## src/sv/sts_pkg.sv

```systemverilog
`default_nettype none

package sts_pkg;

    localparam int POSITION_BITS_DEF = 16;

    // result queue; depth must be a power of two
    localparam int FIFO_DEPTH = 4;
    localparam int PTR_W      = $clog2(FIFO_DEPTH);
    localparam int CNT_W      = $clog2(FIFO_DEPTH + 1);

    localparam logic [15:0] LEN_MAX = 16'hFFFF;

    localparam logic [7:0] CH_NUL   = 8'h00;
    localparam logic [7:0] CH_LF    = 8'h0A;
    localparam logic [7:0] CH_BANG  = 8'h21;
    localparam logic [7:0] CH_QUOTE = 8'h22;
    localparam logic [7:0] CH_UNDER = 8'h5F;
    localparam logic [7:0] CH_COLON = 8'h3A;
    localparam logic [7:0] CH_PLUS  = 8'h2B;
    localparam logic [7:0] CH_MINUS = 8'h2D;
    localparam logic [7:0] CH_STAR  = 8'h2A;
    localparam logic [7:0] CH_SLASH = 8'h2F;

    localparam logic [15:0] DISPLAY_LEN = 16'd7;
    localparam logic [15:0] PROMPT_LEN  = 16'd6;

    typedef enum logic [3:0] {
        K_EOF     = 4'd0,
        K_DISPLAY = 4'd1,
        K_PROMPT  = 4'd2,
        K_IDENT   = 4'd3,
        K_NUMBER  = 4'd4,
        K_COLON   = 4'd5,
        K_PLUS    = 4'd6,
        K_MINUS   = 4'd7,
        K_STAR    = 4'd8,
        K_SLASH   = 4'd9,
        K_STRING  = 4'd10,
        K_ERROR   = 4'd11
    } t_kind;

    typedef enum logic [4:0] {
        M_IDLE    = 5'b00001,
        M_COMMENT = 5'b00010,
        M_WORD    = 5'b00100,
        M_NUMBER  = 5'b01000,
        M_STRING  = 5'b10000
    } t_mode;

    typedef struct packed {
        t_kind       kind;
        logic [15:0] start_pos;
        logic [15:0] text_len;
        logic [7:0]  bad_byte;
        logic        last;
    } t_token;

    typedef struct packed {
        logic   push0;
        logic   push1;
        t_token tok0;
        t_token tok1;
    } t_lex_out;

    function automatic logic is_space(input logic [7:0] b);
        return (b == 8'h20) || (b >= 8'h09 && b <= 8'h0D);
    endfunction

    function automatic logic is_alpha(input logic [7:0] b);
        return (b >= 8'h61 && b <= 8'h7A) || (b >= 8'h41 && b <= 8'h5A);
    endfunction

    function automatic logic is_digit(input logic [7:0] b);
        return b >= 8'h30 && b <= 8'h39;
    endfunction

    function automatic logic [7:0] display_char(input logic [2:0] idx);
        logic [7:0] c;
        case (idx)
            3'd0:    c = 8'h64; // d
            3'd1:    c = 8'h69; // i
            3'd2:    c = 8'h73; // s
            3'd3:    c = 8'h70; // p
            3'd4:    c = 8'h6C; // l
            3'd5:    c = 8'h61; // a
            3'd6:    c = 8'h79; // y
            default: c = 8'h00;
        endcase
        return c;
    endfunction

    function automatic logic [7:0] prompt_char(input logic [2:0] idx);
        logic [7:0] c;
        case (idx)
            3'd0:    c = 8'h70; // p
            3'd1:    c = 8'h72; // r
            3'd2:    c = 8'h6F; // o
            3'd3:    c = 8'h6D; // m
            3'd4:    c = 8'h70; // p
            3'd5:    c = 8'h74; // t
            default: c = 8'h00;
        endcase
        return c;
    endfunction

    function automatic logic [15:0] len_inc(input logic [15:0] len);
        return (len == LEN_MAX) ? len : len + 16'd1;
    endfunction

endpackage

`default_nettype wire

```

## src/sv/sts_lexer.sv

```systemverilog
`default_nettype none

module sts_lexer import sts_pkg::*; #(
    parameter int POSITION_BITS = POSITION_BITS_DEF
) (
    input  wire logic       i_clk,
    input  wire logic       i_rst_n,
    input  wire logic       i_step,
    input  wire logic [7:0] i_byte,
    output t_lex_out        o_res
);

    t_mode                    r_mode, n_mode;
    logic [POSITION_BITS-1:0] r_position, n_position;
    logic [15:0]              r_tok_start, n_tok_start;
    logic [15:0]              r_tok_len, n_tok_len;
    logic                     r_dm, n_dm;
    logic                     r_pm, n_pm;

    logic [POSITION_BITS-1:0] pos_next;
    logic [POSITION_BITS+15:0] p_ext, pn_ext;
    logic [15:0]              p16, pn16;
    logic                     word_ch;

    // what the byte does when seen from idle
    logic   id_emit;
    t_token id_tok;
    t_mode  id_mode;
    logic [15:0] id_start, id_len;
    logic   id_dm, id_pm;

    t_kind  word_kind;

    assign pos_next = r_position + 1'b1;
    assign p_ext    = {16'd0, r_position};
    assign pn_ext   = {16'd0, pos_next};
    assign p16      = p_ext[15:0];
    assign pn16     = pn_ext[15:0];
    assign word_ch  = is_alpha(i_byte) || is_digit(i_byte) || (i_byte == CH_UNDER);

    always_comb begin
        id_emit  = 1'b0;
        id_tok   = '{kind: K_ERROR, start_pos: p16, text_len: 16'd1,
                     bad_byte: i_byte, last: 1'b1};
        id_mode  = M_IDLE;
        id_start = r_tok_start;
        id_len   = r_tok_len;
        id_dm    = 1'b0;
        id_pm    = 1'b0;
        if (i_byte == CH_NUL) begin
            id_emit         = 1'b1;
            id_tok.kind     = K_EOF;
            id_tok.text_len = 16'd0;
            id_tok.bad_byte = 8'd0;
        end else if (is_space(i_byte)) begin
            id_emit = 1'b0;
        end else if (i_byte == CH_BANG) begin
            id_mode = M_COMMENT;
        end else if (is_alpha(i_byte) || i_byte == CH_UNDER) begin
            id_mode  = M_WORD;
            id_start = p16;
            id_len   = 16'd1;
            id_dm    = (i_byte == display_char(3'd0));
            id_pm    = (i_byte == prompt_char(3'd0));
        end else if (is_digit(i_byte)) begin
            id_mode  = M_NUMBER;
            id_start = p16;
            id_len   = 16'd1;
        end else if (i_byte == CH_QUOTE) begin
            id_mode  = M_STRING;
            id_start = pn16;
            id_len   = 16'd0;
        end else begin
            id_emit         = 1'b1;
            id_tok.bad_byte = 8'd0;
            case (i_byte)
                CH_COLON: id_tok.kind = K_COLON;
                CH_PLUS:  id_tok.kind = K_PLUS;
                CH_MINUS: id_tok.kind = K_MINUS;
                CH_STAR:  id_tok.kind = K_STAR;
                CH_SLASH: id_tok.kind = K_SLASH;
                default: begin
                    id_tok.kind     = K_ERROR;
                    id_tok.bad_byte = i_byte;
                end
            endcase
        end
    end

    always_comb begin
        if (r_dm && r_tok_len == DISPLAY_LEN) begin
            word_kind = K_DISPLAY;
        end else if (r_pm && r_tok_len == PROMPT_LEN) begin
            word_kind = K_PROMPT;
        end else begin
            word_kind = K_IDENT;
        end
    end

    always_comb begin
        n_mode      = r_mode;
        n_position  = pos_next;
        n_tok_start = r_tok_start;
        n_tok_len   = r_tok_len;
        n_dm        = r_dm;
        n_pm        = r_pm;
        o_res.push0 = 1'b0;
        o_res.push1 = 1'b0;
        o_res.tok0  = id_tok;
        o_res.tok1  = id_tok;

        unique case (r_mode)
            M_COMMENT: begin
                if (i_byte == CH_LF) begin
                    n_mode = M_IDLE;
                end else if (i_byte == CH_NUL) begin
                    o_res.push0 = 1'b1;
                end
            end
            M_WORD: begin
                if (word_ch) begin
                    n_dm = r_dm && (r_tok_len < DISPLAY_LEN) &&
                           (i_byte == display_char(r_tok_len[2:0]));
                    n_pm = r_pm && (r_tok_len < PROMPT_LEN) &&
                           (i_byte == prompt_char(r_tok_len[2:0]));
                    n_tok_len = len_inc(r_tok_len);
                end else begin
                    o_res.push0 = 1'b1;
                    o_res.push1 = id_emit;
                    o_res.tok0  = '{kind: word_kind, start_pos: r_tok_start,
                                    text_len: r_tok_len, bad_byte: 8'd0,
                                    last: !id_emit};
                    n_mode      = id_mode;
                    n_tok_start = id_start;
                    n_tok_len   = id_len;
                    n_dm        = id_dm;
                    n_pm        = id_pm;
                end
            end
            M_NUMBER: begin
                if (is_digit(i_byte)) begin
                    n_tok_len = len_inc(r_tok_len);
                end else begin
                    o_res.push0 = 1'b1;
                    o_res.push1 = id_emit;
                    o_res.tok0  = '{kind: K_NUMBER, start_pos: r_tok_start,
                                    text_len: r_tok_len, bad_byte: 8'd0,
                                    last: !id_emit};
                    n_mode      = id_mode;
                    n_tok_start = id_start;
                    n_tok_len   = id_len;
                    n_dm        = id_dm;
                    n_pm        = id_pm;
                end
            end
            M_STRING: begin
                if (i_byte == CH_QUOTE || i_byte == CH_NUL) begin
                    // an unterminated string closes at end of text, then eof
                    o_res.push0 = 1'b1;
                    o_res.push1 = (i_byte == CH_NUL);
                    o_res.tok0  = '{kind: K_STRING, start_pos: r_tok_start,
                                    text_len: r_tok_len, bad_byte: 8'd0,
                                    last: (i_byte == CH_QUOTE)};
                    n_mode      = M_IDLE;
                end else begin
                    n_tok_len = len_inc(r_tok_len);
                end
            end
            default: begin
                o_res.push0 = id_emit;
                n_mode      = id_mode;
                n_tok_start = id_start;
                n_tok_len   = id_len;
                n_dm        = id_dm;
                n_pm        = id_pm;
            end
        endcase

        if (i_byte == CH_NUL) begin
            n_mode      = M_IDLE;
            n_position  = '0;
            n_tok_start = 16'd0;
            n_tok_len   = 16'd0;
            n_dm        = 1'b0;
            n_pm        = 1'b0;
        end
    end

    always_ff @(posedge i_clk) begin
        if (!i_rst_n) begin
            r_mode      <= M_IDLE;
            r_position  <= '0;
            r_tok_start <= 16'd0;
            r_tok_len   <= 16'd0;
            r_dm        <= 1'b0;
            r_pm        <= 1'b0;
        end else if (i_step) begin
            r_mode      <= n_mode;
            r_position  <= n_position;
            r_tok_start <= n_tok_start;
            r_tok_len   <= n_tok_len;
            r_dm        <= n_dm;
            r_pm        <= n_pm;
        end
    end

endmodule

`default_nettype wire

```

## src/sv/sts_result_fifo.sv

```systemverilog
`default_nettype none

module sts_result_fifo import sts_pkg::*; (
    input  wire logic     i_clk,
    input  wire logic     i_rst_n,
    input  wire t_lex_out i_lex,
    input  wire logic     i_pop,
    output t_token        o_head,
    output logic          o_valid,
    output logic          o_room2
);

    t_token            r_mem [FIFO_DEPTH];
    logic [PTR_W-1:0]  r_wr, r_rd;
    logic [CNT_W-1:0]  r_count, n_count;
    logic [PTR_W-1:0]  wr1;
    logic              push0, push1;

    assign push0 = i_lex.push0;
    assign push1 = i_lex.push0 && i_lex.push1;
    assign wr1   = r_wr + 1'b1;

    assign o_head  = r_mem[r_rd];
    assign o_valid = (r_count != '0);
    // room for the two requests one byte can produce
    assign o_room2 = (r_count <= CNT_W'(FIFO_DEPTH - 2));

    assign n_count = r_count + CNT_W'(push0) + CNT_W'(push1) - CNT_W'(i_pop);

    always_ff @(posedge i_clk) begin
        if (push0) begin
            r_mem[r_wr] <= i_lex.tok0;
        end
        if (push1) begin
            r_mem[wr1] <= i_lex.tok1;
        end
    end

    always_ff @(posedge i_clk) begin
        if (!i_rst_n) begin
            r_wr    <= '0;
            r_rd    <= '0;
            r_count <= '0;
        end else begin
            r_count <= n_count;
            if (push1) begin
                r_wr <= r_wr + PTR_W'(2);
            end else if (push0) begin
                r_wr <= wr1;
            end
            if (i_pop) begin
                r_rd <= r_rd + 1'b1;
            end
        end
    end

endmodule

`default_nettype wire

```

## src/sv/script_token_scanner_top.sv

```systemverilog
`default_nettype none

// Streaming lexer: takes one source byte per request (byte 0 ends the text) and
// returns tokens as kind, start offset and length, skipping whitespace and '!'
// comments. A byte is taken every cycle while input stall is low; it is held in
// the input register and scanned out of it once two queue entries are free, and
// its 0, 1 or 2 tokens land in a four-entry result queue at the next edge. The
// output port delivers one token per cycle while i_stall is low; bytes that yield
// two tokens (a word or number closed by a symbol, error or end of text, or a
// string closed by end of text) can fill the queue while the output is held off,
// and input stall rises while a byte waits in the input register and fewer than
// two entries are free. The last flag marks the final token of each byte.

module script_token_scanner_top import sts_pkg::*; #(
    parameter int POSITION_BITS = POSITION_BITS_DEF
) (
    input  wire logic        i_clk,
    input  wire logic        i_rst_n,
    input  wire logic        i_valid,
    output logic             o_stall,
    input  wire logic [7:0]  i_text_byte,
    output logic             o_valid,
    input  wire logic        i_stall,
    output logic [3:0]       o_token_kind,
    output logic [15:0]      o_start_pos,
    output logic [15:0]      o_text_len,
    output logic [7:0]       o_bad_byte,
    output logic             o_last
);

    logic       r_in_valid;
    logic [7:0] r_in_byte;
    logic       room2;
    logic       fire;
    logic       pop;
    t_lex_out   lex_res;
    t_token     head;

    assign fire    = r_in_valid && room2;
    assign o_stall = r_in_valid && !room2;
    assign pop     = o_valid && !i_stall;

    always_ff @(posedge i_clk) begin
        if (!i_rst_n) begin
            r_in_valid <= 1'b0;
        end else if (!o_stall) begin
            r_in_valid <= i_valid;
        end
    end

    always_ff @(posedge i_clk) begin
        if (i_valid && !o_stall) begin
            r_in_byte <= i_text_byte;
        end
    end

    sts_lexer #(
        .POSITION_BITS(POSITION_BITS)
    ) u_lexer (
        .i_clk   (i_clk),
        .i_rst_n (i_rst_n),
        .i_step  (fire),
        .i_byte  (r_in_byte),
        .o_res   (lex_res)
    );

    t_lex_out lex_gated;

    always_comb begin
        lex_gated       = lex_res;
        lex_gated.push0 = lex_res.push0 && fire;
        lex_gated.push1 = lex_res.push1 && fire;
    end

    sts_result_fifo u_fifo (
        .i_clk   (i_clk),
        .i_rst_n (i_rst_n),
        .i_lex   (lex_gated),
        .i_pop   (pop),
        .o_head  (head),
        .o_valid (o_valid),
        .o_room2 (room2)
    );

    assign o_token_kind = head.kind;
    assign o_start_pos  = head.start_pos;
    assign o_text_len   = head.text_len;
    assign o_bad_byte   = head.bad_byte;
    assign o_last       = head.last;

endmodule

`default_nettype wire

```

## config.mk

```make
export PLATFORM = sky130hd
export DESIGN_NAME = script_token_scanner_top
export DESIGN_NICKNAME = d
export VERILOG_FILES = /design/src/sv/sts_pkg.sv /design/src/sv/sts_lexer.sv /design/src/sv/sts_result_fifo.sv /design/src/sv/script_token_scanner_top.sv
export SDC_FILE = /design/constraint.sdc
export NUM_CORES = 1
export LEC_CHECK = 0
export BUFFER_PORTS_ARGS = -buffer_cell sky130_fd_sc_hd__buf_2
export CAP_MARGIN = 40
export CORE_MARGIN = 4
export CORE_UTILIZATION = 67
export DETAILED_ROUTE_END_ITERATION = 10
export PLACE_DENSITY = 0.88
export SETUP_SLACK_MARGIN = 0.1
export SLEW_MARGIN = 15
export SYNTH_ARGS = -nofsm -noshare
export SYNTH_HDL_FRONTEND = slang
export SYNTH_HIERARCHICAL = 1
export SYNTH_SLANG_ARGS = --single-unit
```

## constraint.sdc

```tcl
create_clock -name i_clk -period 8.8 [get_ports i_clk]
set_input_delay 1.76 -clock i_clk [delete_from_list [all_inputs] [get_ports i_clk]]
set_output_delay 1.76 -clock i_clk [all_outputs]
set_load 0.01 [all_outputs]
```

==> implementation parameters, run 1 <==
Parameter                              Value

Timing
  Headroom to the max-slew limit    42.34%
  Tightest Pin Transition    between 0.8 and 0.9 ns
  Fin crit share    58.20%
  Max-slew violation count    0
  Max frequency    between 150 and 200 MHz
  Final-report setup violation count    0
  Skew final    around 0.038 ns
  Post-route setup TNS    0 ns
  Min Tclk post-route    5.122 ns
  Setup repair after global routing missed its margin    false
  Number of hold violations in the final report    0

Routing
  Total wirelength of the detailed-routed design    33.71 mm
  Average wire length per cell after detail routing    ~23 µm
  Number of vias per cell after detailed routing    6.802
  Iteration-0 DRC Markers    between 1000 and 1500
  DRC violation count after routing    0
  Vias post-DR    just under 10000
  Number of search-and-repair iterations in the first detailed-routing pass    6
  Remaining antenna violation count after routing    0

Min path
  Worst hold path startpoint    u_lexer/r_tok_start[4]$_SDFFE_PN0P_
  Worst hold path cell count    2
  Worst hold endpoint    u_lexer/r_tok_start[4]$_SDFFE_PN0P_
  Path class of the lowest-slack min-delay path    reg -> reg

Clock tree
  CTS tree    yes
  Post CTS Setup Buffer Count    0
  Clock root buffer master    sky130_fd_sc_hd__clkbuf_16
  Later-pin clock latency in the skew report    between 0.5 and 0.6 ns
  CTS clock-pin slew for the worst setup and hold paths    0.06 ns
  Number of sinks handled by clock tree synthesis    253
  Post-CTS Resized    0
  Number of buffers added by the clock tree synthesis step    25
  Cts-stage hold buffer count    0
  Buffer depth of the longest clock path    3
  Number of levels in the clock H-tree    1

Finish
  Fraction of layout cells with a size suffix above 1    a little under a third
  Number of fill cells in the layout    1287
  Cell area after layout    roughly 0.015 mm²
  Area taken by flip-flops and latches    0.006952 mm²
  Nets@finish    about 1200
  Final instance count without filler cells    1457
  # diodes    0
  Relative area change from synthesis to final layout    7.532%
  Fin util    74.35%
  Multi-input gate area    ~0.0067 mm²

Worst setup path
  Critical Path Slowest Stage Cell    sky130_fd_sc_hd__edfxtp_1
  Critical Path RT    9.06 ns
  RR Endpoint    u_fifo/r_mem[2][23]$_DFFE_PP_
  Crit path capture type    flip-flop
  Crit path max fanout    30
  Worst R2R Start    r_in_byte[1]$_DFFE_PP_
  Cell-by-cell trace of the critical path    or4_4, o2111a_1, a21oi_1, o21ai_0, nor2_2, a311o_1, and3_1, nand3_2, buf_4, mux2_2
  Arr. time, crit path    5.38 ns
  Worst setup path category    reg -> reg
  Worst reg2reg path depth    10
  Startpoint kind of the worst setup timing path    flip-flop
  FF-to-FF setup slack    3.68 ns
  Largest stage delay on the critical path    0.69 ns

Synthesis
  Post-Synthesis Cells    about 1200
  Share of flip-flops with an asynchronous set or reset    0%
  Number of library cell types mapped by synthesis    71
  EDFF count, synth    188
  Cell area after synthesis    0.01417 mm²
  Synthesized flop and latch total    253
  Proportion of synthesized chip area in sequential cells    49.02%
  Primary flip-flop cell chosen by synthesis mapping    sky130_fd_sc_hd__edfxtp_1
  Yosys warning total    6
  Mean Syn Cell Area    12.32 µm²

Die
  Area of the core    0.02049 mm²
  Count of standard-cell rows    52
  Chip height    153.4 µm
  Effective utilization at floorplan    69.15%
  Boundary Pins    59
  Overall die width    153.4 µm
  Die footprint    0.02354 mm²

Placement
  Number of buffer cells added on primary ports    just under 60
  Gpl congestion    around 1.0
  Half-perimeter wire length after placement    21.58 mm
  Placement Cell Area    0.01449 mm²
  Number of placed instances, taps included    1411

Global routing
  Maximum number of pins on one net before global-route repair    46
  Overflow after GRT    0
  Global-route wire length before repair    ~54 mm
  Initial antenna violation count    0
  Total GRT Usage    28.21%
  Vias in the first global route    just under 10000

Pwr
  VDD IR max    0.1810 mV
  Static Leak    5.337 nW
  Total design power    between 3 and 4 mW
  Total power density per cell area    197.5 mW/mm²

Outcome
  Run status    finished, final reports clean

Flow run
  Number of max-cap violations    0
## power by group
part	switching, mW	internal [mW]
combinational	0.317	0.293
sequential	0.0661	1.34
clock	0.439	0.553
## Yosys cell counts, types with 7 or more instances
cell type | n | share of area, %
sky130_fd_sc_hd__a21oi_1 | 51 | 1.8
sky130_fd_sc_hd__a31oi_1 | 10 | 0.44
sky130_fd_sc_hd__and2_1 | 37 | 1.6
sky130_fd_sc_hd__and3_1 | 11 | 0.49
sky130_fd_sc_hd__and4_1 | 7 | 0.43
sky130_fd_sc_hd__buf_4 | 24 | 1.3
sky130_fd_sc_hd__buf_6 | 15 | 1.2
sky130_fd_sc_hd__clkbuf_1 | 49 | 1.3
sky130_fd_sc_hd__dfxtp_1 | 65 | 9.2
sky130_fd_sc_hd__edfxtp_1 | 188 | 40
sky130_fd_sc_hd__ha_1 | 14 | 1.2
sky130_fd_sc_hd__inv_1 | 15 | 0.40
sky130_fd_sc_hd__mux2_2 | 197 | 16
sky130_fd_sc_hd__mux4_2 | 45 | 7.2
sky130_fd_sc_hd__nand2_1 | 64 | 1.7
sky130_fd_sc_hd__nand2b_1 | 7 | 0.31
sky130_fd_sc_hd__nand3_1 | 29 | 1.0
sky130_fd_sc_hd__nand4_1 | 13 | 0.57
sky130_fd_sc_hd__nor2_1 | 51 | 1.4
sky130_fd_sc_hd__nor2b_1 | 17 | 0.75
sky130_fd_sc_hd__nor3_1 | 23 | 0.81
sky130_fd_sc_hd__nor4_1 | 11 | 0.49
sky130_fd_sc_hd__o211ai_1 | 8 | 0.42
sky130_fd_sc_hd__o21ai_0 | 34 | 1.2
sky130_fd_sc_hd__o31ai_1 | 8 | 0.42
sky130_fd_sc_hd__or3_1 | 13 | 0.57
sky130_fd_sc_hd__or4_1 | 13 | 0.69
sky130_fd_sc_hd__xnor2_1 | 10 | 0.62
sky130_fd_sc_hd__xor2_1 | 18 | 1.1
## critical path, delay by kind of cell (launching register included)
family,cells,cell delay (ns)
simple gates,4,1.90
compound gates,4,1.41
flops,1,0.69
buf+inv,1,0.50
mux,1,0.34
## cell usage in the layout, fill, tap and decap left out, types with 26 or more instances in the layout
master / synthesis / routed
sky130_fd_sc_hd__a21oi_1: 51 / 51
sky130_fd_sc_hd__and2_1: 37 / 37
sky130_fd_sc_hd__buf_2: 4 / 58
sky130_fd_sc_hd__clkbuf_16: 0 / 26
sky130_fd_sc_hd__dfxtp_1: 65 / 63
sky130_fd_sc_hd__edfxtp_1: 188 / 188
sky130_fd_sc_hd__mux2_2: 197 / 197
sky130_fd_sc_hd__mux4_2: 45 / 45
sky130_fd_sc_hd__nand2_1: 64 / 64
sky130_fd_sc_hd__nand3_1: 29 / 29
sky130_fd_sc_hd__nor2_1: 51 / 50
sky130_fd_sc_hd__o21ai_0: 34 / 34
## per-stage QoR
stage	setup WS, ns	hold slack, ns
global route	3.422	0.4854
floorplan	3.516	0.4284
finish	3.678	0.4680
detailed placement	3.782	0.4582
global placement	3.928	0.4382
CTS	3.769	0.4677
## worst max-delay path by stage
stage,from,endpoint,slack [ns],cells past startpoint
final,r_in_byte[1]$_DFFE_PP_,u_fifo/r_mem[2][23]$_DFFE_PP_,3.68,10
after global routing,r_in_byte[1]$_DFFE_PP_,u_fifo/r_mem[2][18]$_DFFE_PP_,3.42,10
after CTS,r_in_byte[1]$_DFFE_PP_,u_fifo/r_mem[2][23]$_DFFE_PP_,3.77,10
after detailed placement,r_in_byte[1]$_DFFE_PP_,u_fifo/r_mem[2][31]$_DFFE_PP_,3.78,10
after global placement,r_in_byte[1]$_DFFE_PP_,u_fifo/r_mem[2][34]$_DFFE_PP_,3.93,10
after floorplan,r_in_byte[0]$_DFFE_PP_,u_fifo/r_mem[0][0]$_DFFE_PP_,3.52,11
## kinds of logic after synthesis
kind of cell | Yosys count | synth area share [%]
and+or+nand+nor | 323 | 12.55
muxes | 245 | 23.02
buffers and inverters | 114 | 4.494
adders and majority gates | 15 | 1.377
DFF | 253 | 49.02
AOI/OAI and AO/OA | 170 | 7.761
other | 2 | 0.05300
xor gates and xnor gates | 28 | 1.730
## state kept, by name (all words and copies together) (netlist names), 2 cells and up, named ones only
signal               cells
r_in_byte                8
u_fifo/r_mem           180
u_lexer/r_mode           5
u_lexer/r_tok_start     16
u_lexer/p16             16
u_fifo/r_wr              2
u_fifo/r_count           3
u_lexer/r_tok_len       16
u_fifo/r_rd              2
## area by class of cell
cell class,count,share of cell area (%)
clock buffer,38,4.631
clock inverter,7,0.2627
inverter,15,0.3695
multi-input combinational,797,43.86
sequential,253,45.62
tap,270,2.217
timing repair buffer,77,3.038
## metal layers
metal  share of wire, %  track usage [%]  wire length [µm]
met1                 41            39.69             13770
met2                 48            46.52             16260
met5                  0                0                 0
met4                2.1            7.107               722
met3                8.8            4.524              2962
Note: power is estimated with default switching activity, not from simulation.
==> run 2, diff against run 1 <==
ABC_AREA = 1   (was unset)
CORE_UTILIZATION = 63   (was 67)
PLACE_DENSITY = 0.83   (was 0.88)
clock period = 5.3 ns   (was 8.8 ns; I/O delays follow)
==> implementation parameters, run 2 <==
Parameter                              Value

Global routing
  Total GRT Usage    27.86% (-0.34 points)
  Initial antenna violation count    0 (unchanged)
  Overflow after GRT    0 (unchanged)
  Maximum number of pins on one net before global-route repair    93 (+100%)
  Vias in the first global route    12148 (+23%)
  Global-route wire length before repair    61.34 mm (+14%)

Worst setup path
  Arr. time, crit path    4.75 ns (-0.63 ns)
  Worst setup path category    reg -> reg
  Crit path capture type    flip-flop
  Startpoint kind of the worst setup timing path    flip-flop
  Origin of the worst setup path    r_in_byte[2]$_DFFE_PP_
  Crit path max fanout    45 (+50%)
  Worst R2R Start    r_in_byte[2]$_DFFE_PP_
  Critical Path RT    5.72 ns (-3.34 ns)

Finish
  Fraction of layout cells with a size suffix above 1    14.64% (-17 points)
  Max FFs per register    180 (unchanged)
  Cell area after layout    0.01642 mm² (+7.8%)
  Most frequent cells in the layout    sky130_fd_sc_hd__nand2_1 (446), sky130_fd_sc_hd__inv_1 (273), sky130_fd_sc_hd__edfxtp_1 (188)
  Relative area change from synthesis to final layout    6.500%
  # diodes    0 (unchanged)
  Nets@finish    1912 (+60%)
  Leading cell type in the layout, fill and taps excluded    sky130_fd_sc_hd__nand2_1
  Largest Register    u_fifo/r_mem

Clock tree
  Cts-stage hold buffer count    0 (unchanged)
  Post CTS Setup Buffer Count    0 (unchanged)
  Later-pin clock latency in the skew report    0.54 ns (about the same)
  Number of buffers added by the clock tree synthesis step    27 (+8.0%)
  CTS tree    yes
  Number of sinks handled by clock tree synthesis    253 (unchanged)
  CTS clock-pin slew for the worst setup and hold paths    0.06 ns (about the same)
  Post-CTS Resized    0 (unchanged)
  Clock root buffer master    sky130_fd_sc_hd__clkbuf_16
  Buffer depth of the longest clock path    3 (unchanged)
  Number of levels in the clock H-tree    1 (unchanged)

Timing
  Setup repair after global routing missed its margin    false
  Number of hold violations in the final report    0 (unchanged)
  Skew final    0.01937 ns (-0.01888 ns)
  Final-report setup violation count    0 (unchanged)
  Post-route setup TNS    0 ns (unchanged)
  Max-slew violation count    0 (unchanged)
  Fin Hold WS    0.4670 ns (-0.0009540 ns)
  Headroom to the max-slew limit    31.85% (-10 points)
  Fin crit share    81.70% (+23 points)
  Min Tclk post-route    4.330 ns (-0.7919 ns)
  Tightest Pin Transition    1.019 ns (+0.1554 ns)
  Max frequency    230.9 MHz (+18%)

Flow run
  Number of max-cap violations    0 (unchanged)

Pwr
  VDD IR max    0.3619 mV (+100%)
  Total design power    5.534 mW (+84%)
  Total power density per cell area    337.0 mW/mm² (+71%)
  Static Leak    6.489 nW (+22%)

Synthesis
  Mean Syn Cell Area    8.175 µm² (-34%)
  EDFF count, synth    188 (unchanged)
  Synthesized flop and latch total    253 (unchanged)
  Cell taking the most area after synthesis    sky130_fd_sc_hd__edfxtp_1
  Share of Yosys cell area claimed by the top area cell type    36.61% (-3.2 points)
  Dominant cells by area after synthesis    sky130_fd_sc_hd__edfxtp_1 (37%), sky130_fd_sc_hd__nand2_1 (11%), sky130_fd_sc_hd__dfxtp_1 (8.4%), sky130_fd_sc_hd__inv_1 (6.6%), sky130_fd_sc_hd__o21ai_2 (5.8%)
  Number of library cell types mapped by synthesis    53 (-25%)
  Commonest cells post-synth    sky130_fd_sc_hd__nand2_1 (450), sky130_fd_sc_hd__inv_1 (272), sky130_fd_sc_hd__edfxtp_1 (188), sky130_fd_sc_hd__a21oi_1 (123), sky130_fd_sc_hd__nor2_1 (110)
  Most frequent cell after synthesis    sky130_fd_sc_hd__nand2_1
  Cell area after synthesis    0.01542 mm² (+8.8%)
  Proportion of synthesized chip area in sequential cells    45.05% (-4.0 points)
  Yosys warning total    6 (unchanged)
  Post-Synthesis Cells    1886 (+64%)
  Share of flip-flops with an asynchronous set or reset    0% (unchanged)
  Primary flip-flop cell chosen by synthesis mapping    sky130_fd_sc_hd__edfxtp_1

Die
  Overall die width    164.4 µm (+7.2%)
  Area of the core    0.02375 mm² (+16%)
  Count of standard-cell rows    56 (+7.7%)
  Boundary Pins    59 (unchanged)
  Effective utilization at floorplan    64.91% (-4.2 points)
  Chip height    164.4 µm (+7.2%)
  Die footprint    0.02704 mm² (+15%)

Routing
  Remaining antenna violation count after routing    0 (unchanged)
  Vias post-DR    13016 (+31%)
  Number of search-and-repair iterations in the first detailed-routing pass    6 (unchanged)
  Iteration-0 DRC Markers    1672 (+25%)
  Total wirelength of the detailed-routed design    37.74 mm (+12%)
  Average wire length per cell after detail routing    16.96 µm (-27%)
  DRC violation count after routing    0 (unchanged)
  Number of vias per cell after detailed routing    5.850 (-14%)

Min path
  Path class of the lowest-slack min-delay path    reg -> reg
  Worst hold path startpoint    u_fifo/r_rd[1]$_SDFFE_PN0P_

Placement
  Placement Cell Area    0.01555 mm² (+7.4%)
  Gpl congestion    0.9645 (-4.6%)
  Half-perimeter wire length after placement    24.16 mm (+12%)
  Number of buffer cells added on primary ports    58 (unchanged)

Outcome
  Run status    finished, final reports clean
[run 2: cell types whose count changed after synthesis, moves of 24 or more]
| cell | change |
|---|---|
| sky130_fd_sc_hd__o211ai_1 | +50 |
| sky130_fd_sc_hd__o21ai_2 | +102 |
| sky130_fd_sc_hd__mux4_2 | -45 |
| sky130_fd_sc_hd__o21ai_1 | +87 |
| sky130_fd_sc_hd__a21oi_1 | +72 |
| sky130_fd_sc_hd__nand2_1 | +386 |
| sky130_fd_sc_hd__o21ai_0 | +61 |
| sky130_fd_sc_hd__inv_1 | +257 |
| sky130_fd_sc_hd__nand3_1 | +24 |
| sky130_fd_sc_hd__clkbuf_1 | -24 |
| sky130_fd_sc_hd__mux2_2 | -197 |
| sky130_fd_sc_hd__buf_2 | +24 |
| sky130_fd_sc_hd__nor2_1 | +59 |
| sky130_fd_sc_hd__and2_1 | -37 |
[run 2: layer usage]
layer | wire (µm) | up-vias | GRT usage [%]
met5 | 0 | - | 0
met4 | 1077 | 0 | 9.905
met3 | 3517 | 82 | 4.742
met2 | 17340 | 695 | 44.85
met1 | 15800 | 5976 | 38.40
li1 | - | 6263 | -
[run 2: final timing paths]
kind | to | slack, ns | cells after the start
max reg2reg | u_fifo/r_count[2]$_SDFF_PN0_ | 0.97 | 19
max | u_fifo/r_count[2]$_SDFF_PN0_ | 0.97 | 19
min reg2reg | flip-flop | 0.47 | 2
min | flip-flop | 0.47 | 2
[run 2: critical path, stage by stage (launching register included)]
cell and delay [ns]:
sky130_fd_sc_hd__edfxtp_1 0.57, sky130_fd_sc_hd__nor2_8 0.18, sky130_fd_sc_hd__nand2_4 0.09, sky130_fd_sc_hd__nand2_1 0.06
sky130_fd_sc_hd__nand2_1 0.06, sky130_fd_sc_hd__nand2_2 0.12, sky130_fd_sc_hd__nand3_4 0.41, sky130_fd_sc_hd__nor2_4 0.30
sky130_fd_sc_hd__o2111ai_1 0.17, sky130_fd_sc_hd__o31ai_1 0.22, sky130_fd_sc_hd__inv_1 0.07, sky130_fd_sc_hd__nor2_1 0.56
sky130_fd_sc_hd__nand2_4 0.16, sky130_fd_sc_hd__xnor2_1 0.17, sky130_fd_sc_hd__inv_1 0.06, sky130_fd_sc_hd__ha_1 0.16
sky130_fd_sc_hd__o21bai_1 0.16, sky130_fd_sc_hd__fa_1 0.41, sky130_fd_sc_hd__o21ai_0 0.19, sky130_fd_sc_hd__a21oi_1 0.06
[run 2: final cells by class]
cell class / instances / area, µm²
clock buffers: 31 / 733.2
clock inverters: 19 / 106.4
fillers: 1774 / 7332
inverters: 286 / 1089
multi-input cells: 1244 / 6594
flip-flops and latches: 253 / 6952
well taps: 319 / 399.1
repair buffers: 73 / 548.0
[run 2: power breakdown]
group          internal, mW  switching (mW)  total [mW]  leakage [nW]
clock network         0.996           0.784        1.78         0.429
logic                 0.451           0.956        1.41          3.84
registers              2.27          0.0750        2.35          2.22
[run 2: kinds of logic (layout without fill, tap and decap cells)]
logic type / count (synthesis) / after routing / synth area share [%]
fa+ha+maj: 15 / 15 / 1.266
other cells: 2 / 16 / 0.04871
flops: 253 / 253 / 45.05
compound gates: 504 / 504 / 20.57
simple gates: 694 / 694 / 19.62
xor+xnor: 15 / 15 / 0.8521
buf+inv: 403 / 409 / 12.59
[run 2: per-stage QoR]
step           util, %  std cells  setup WS (ns)
5_1_grt          69.13       2225         0.5947
3_5_place_dp     65.48       2174          1.024
3_3_place_gp     65.40       2173          1.079
6_report         69.13       2225         0.9699
4_1_cts          69.02       2224         0.9933
2_1_floorplan        -       1900          1.564
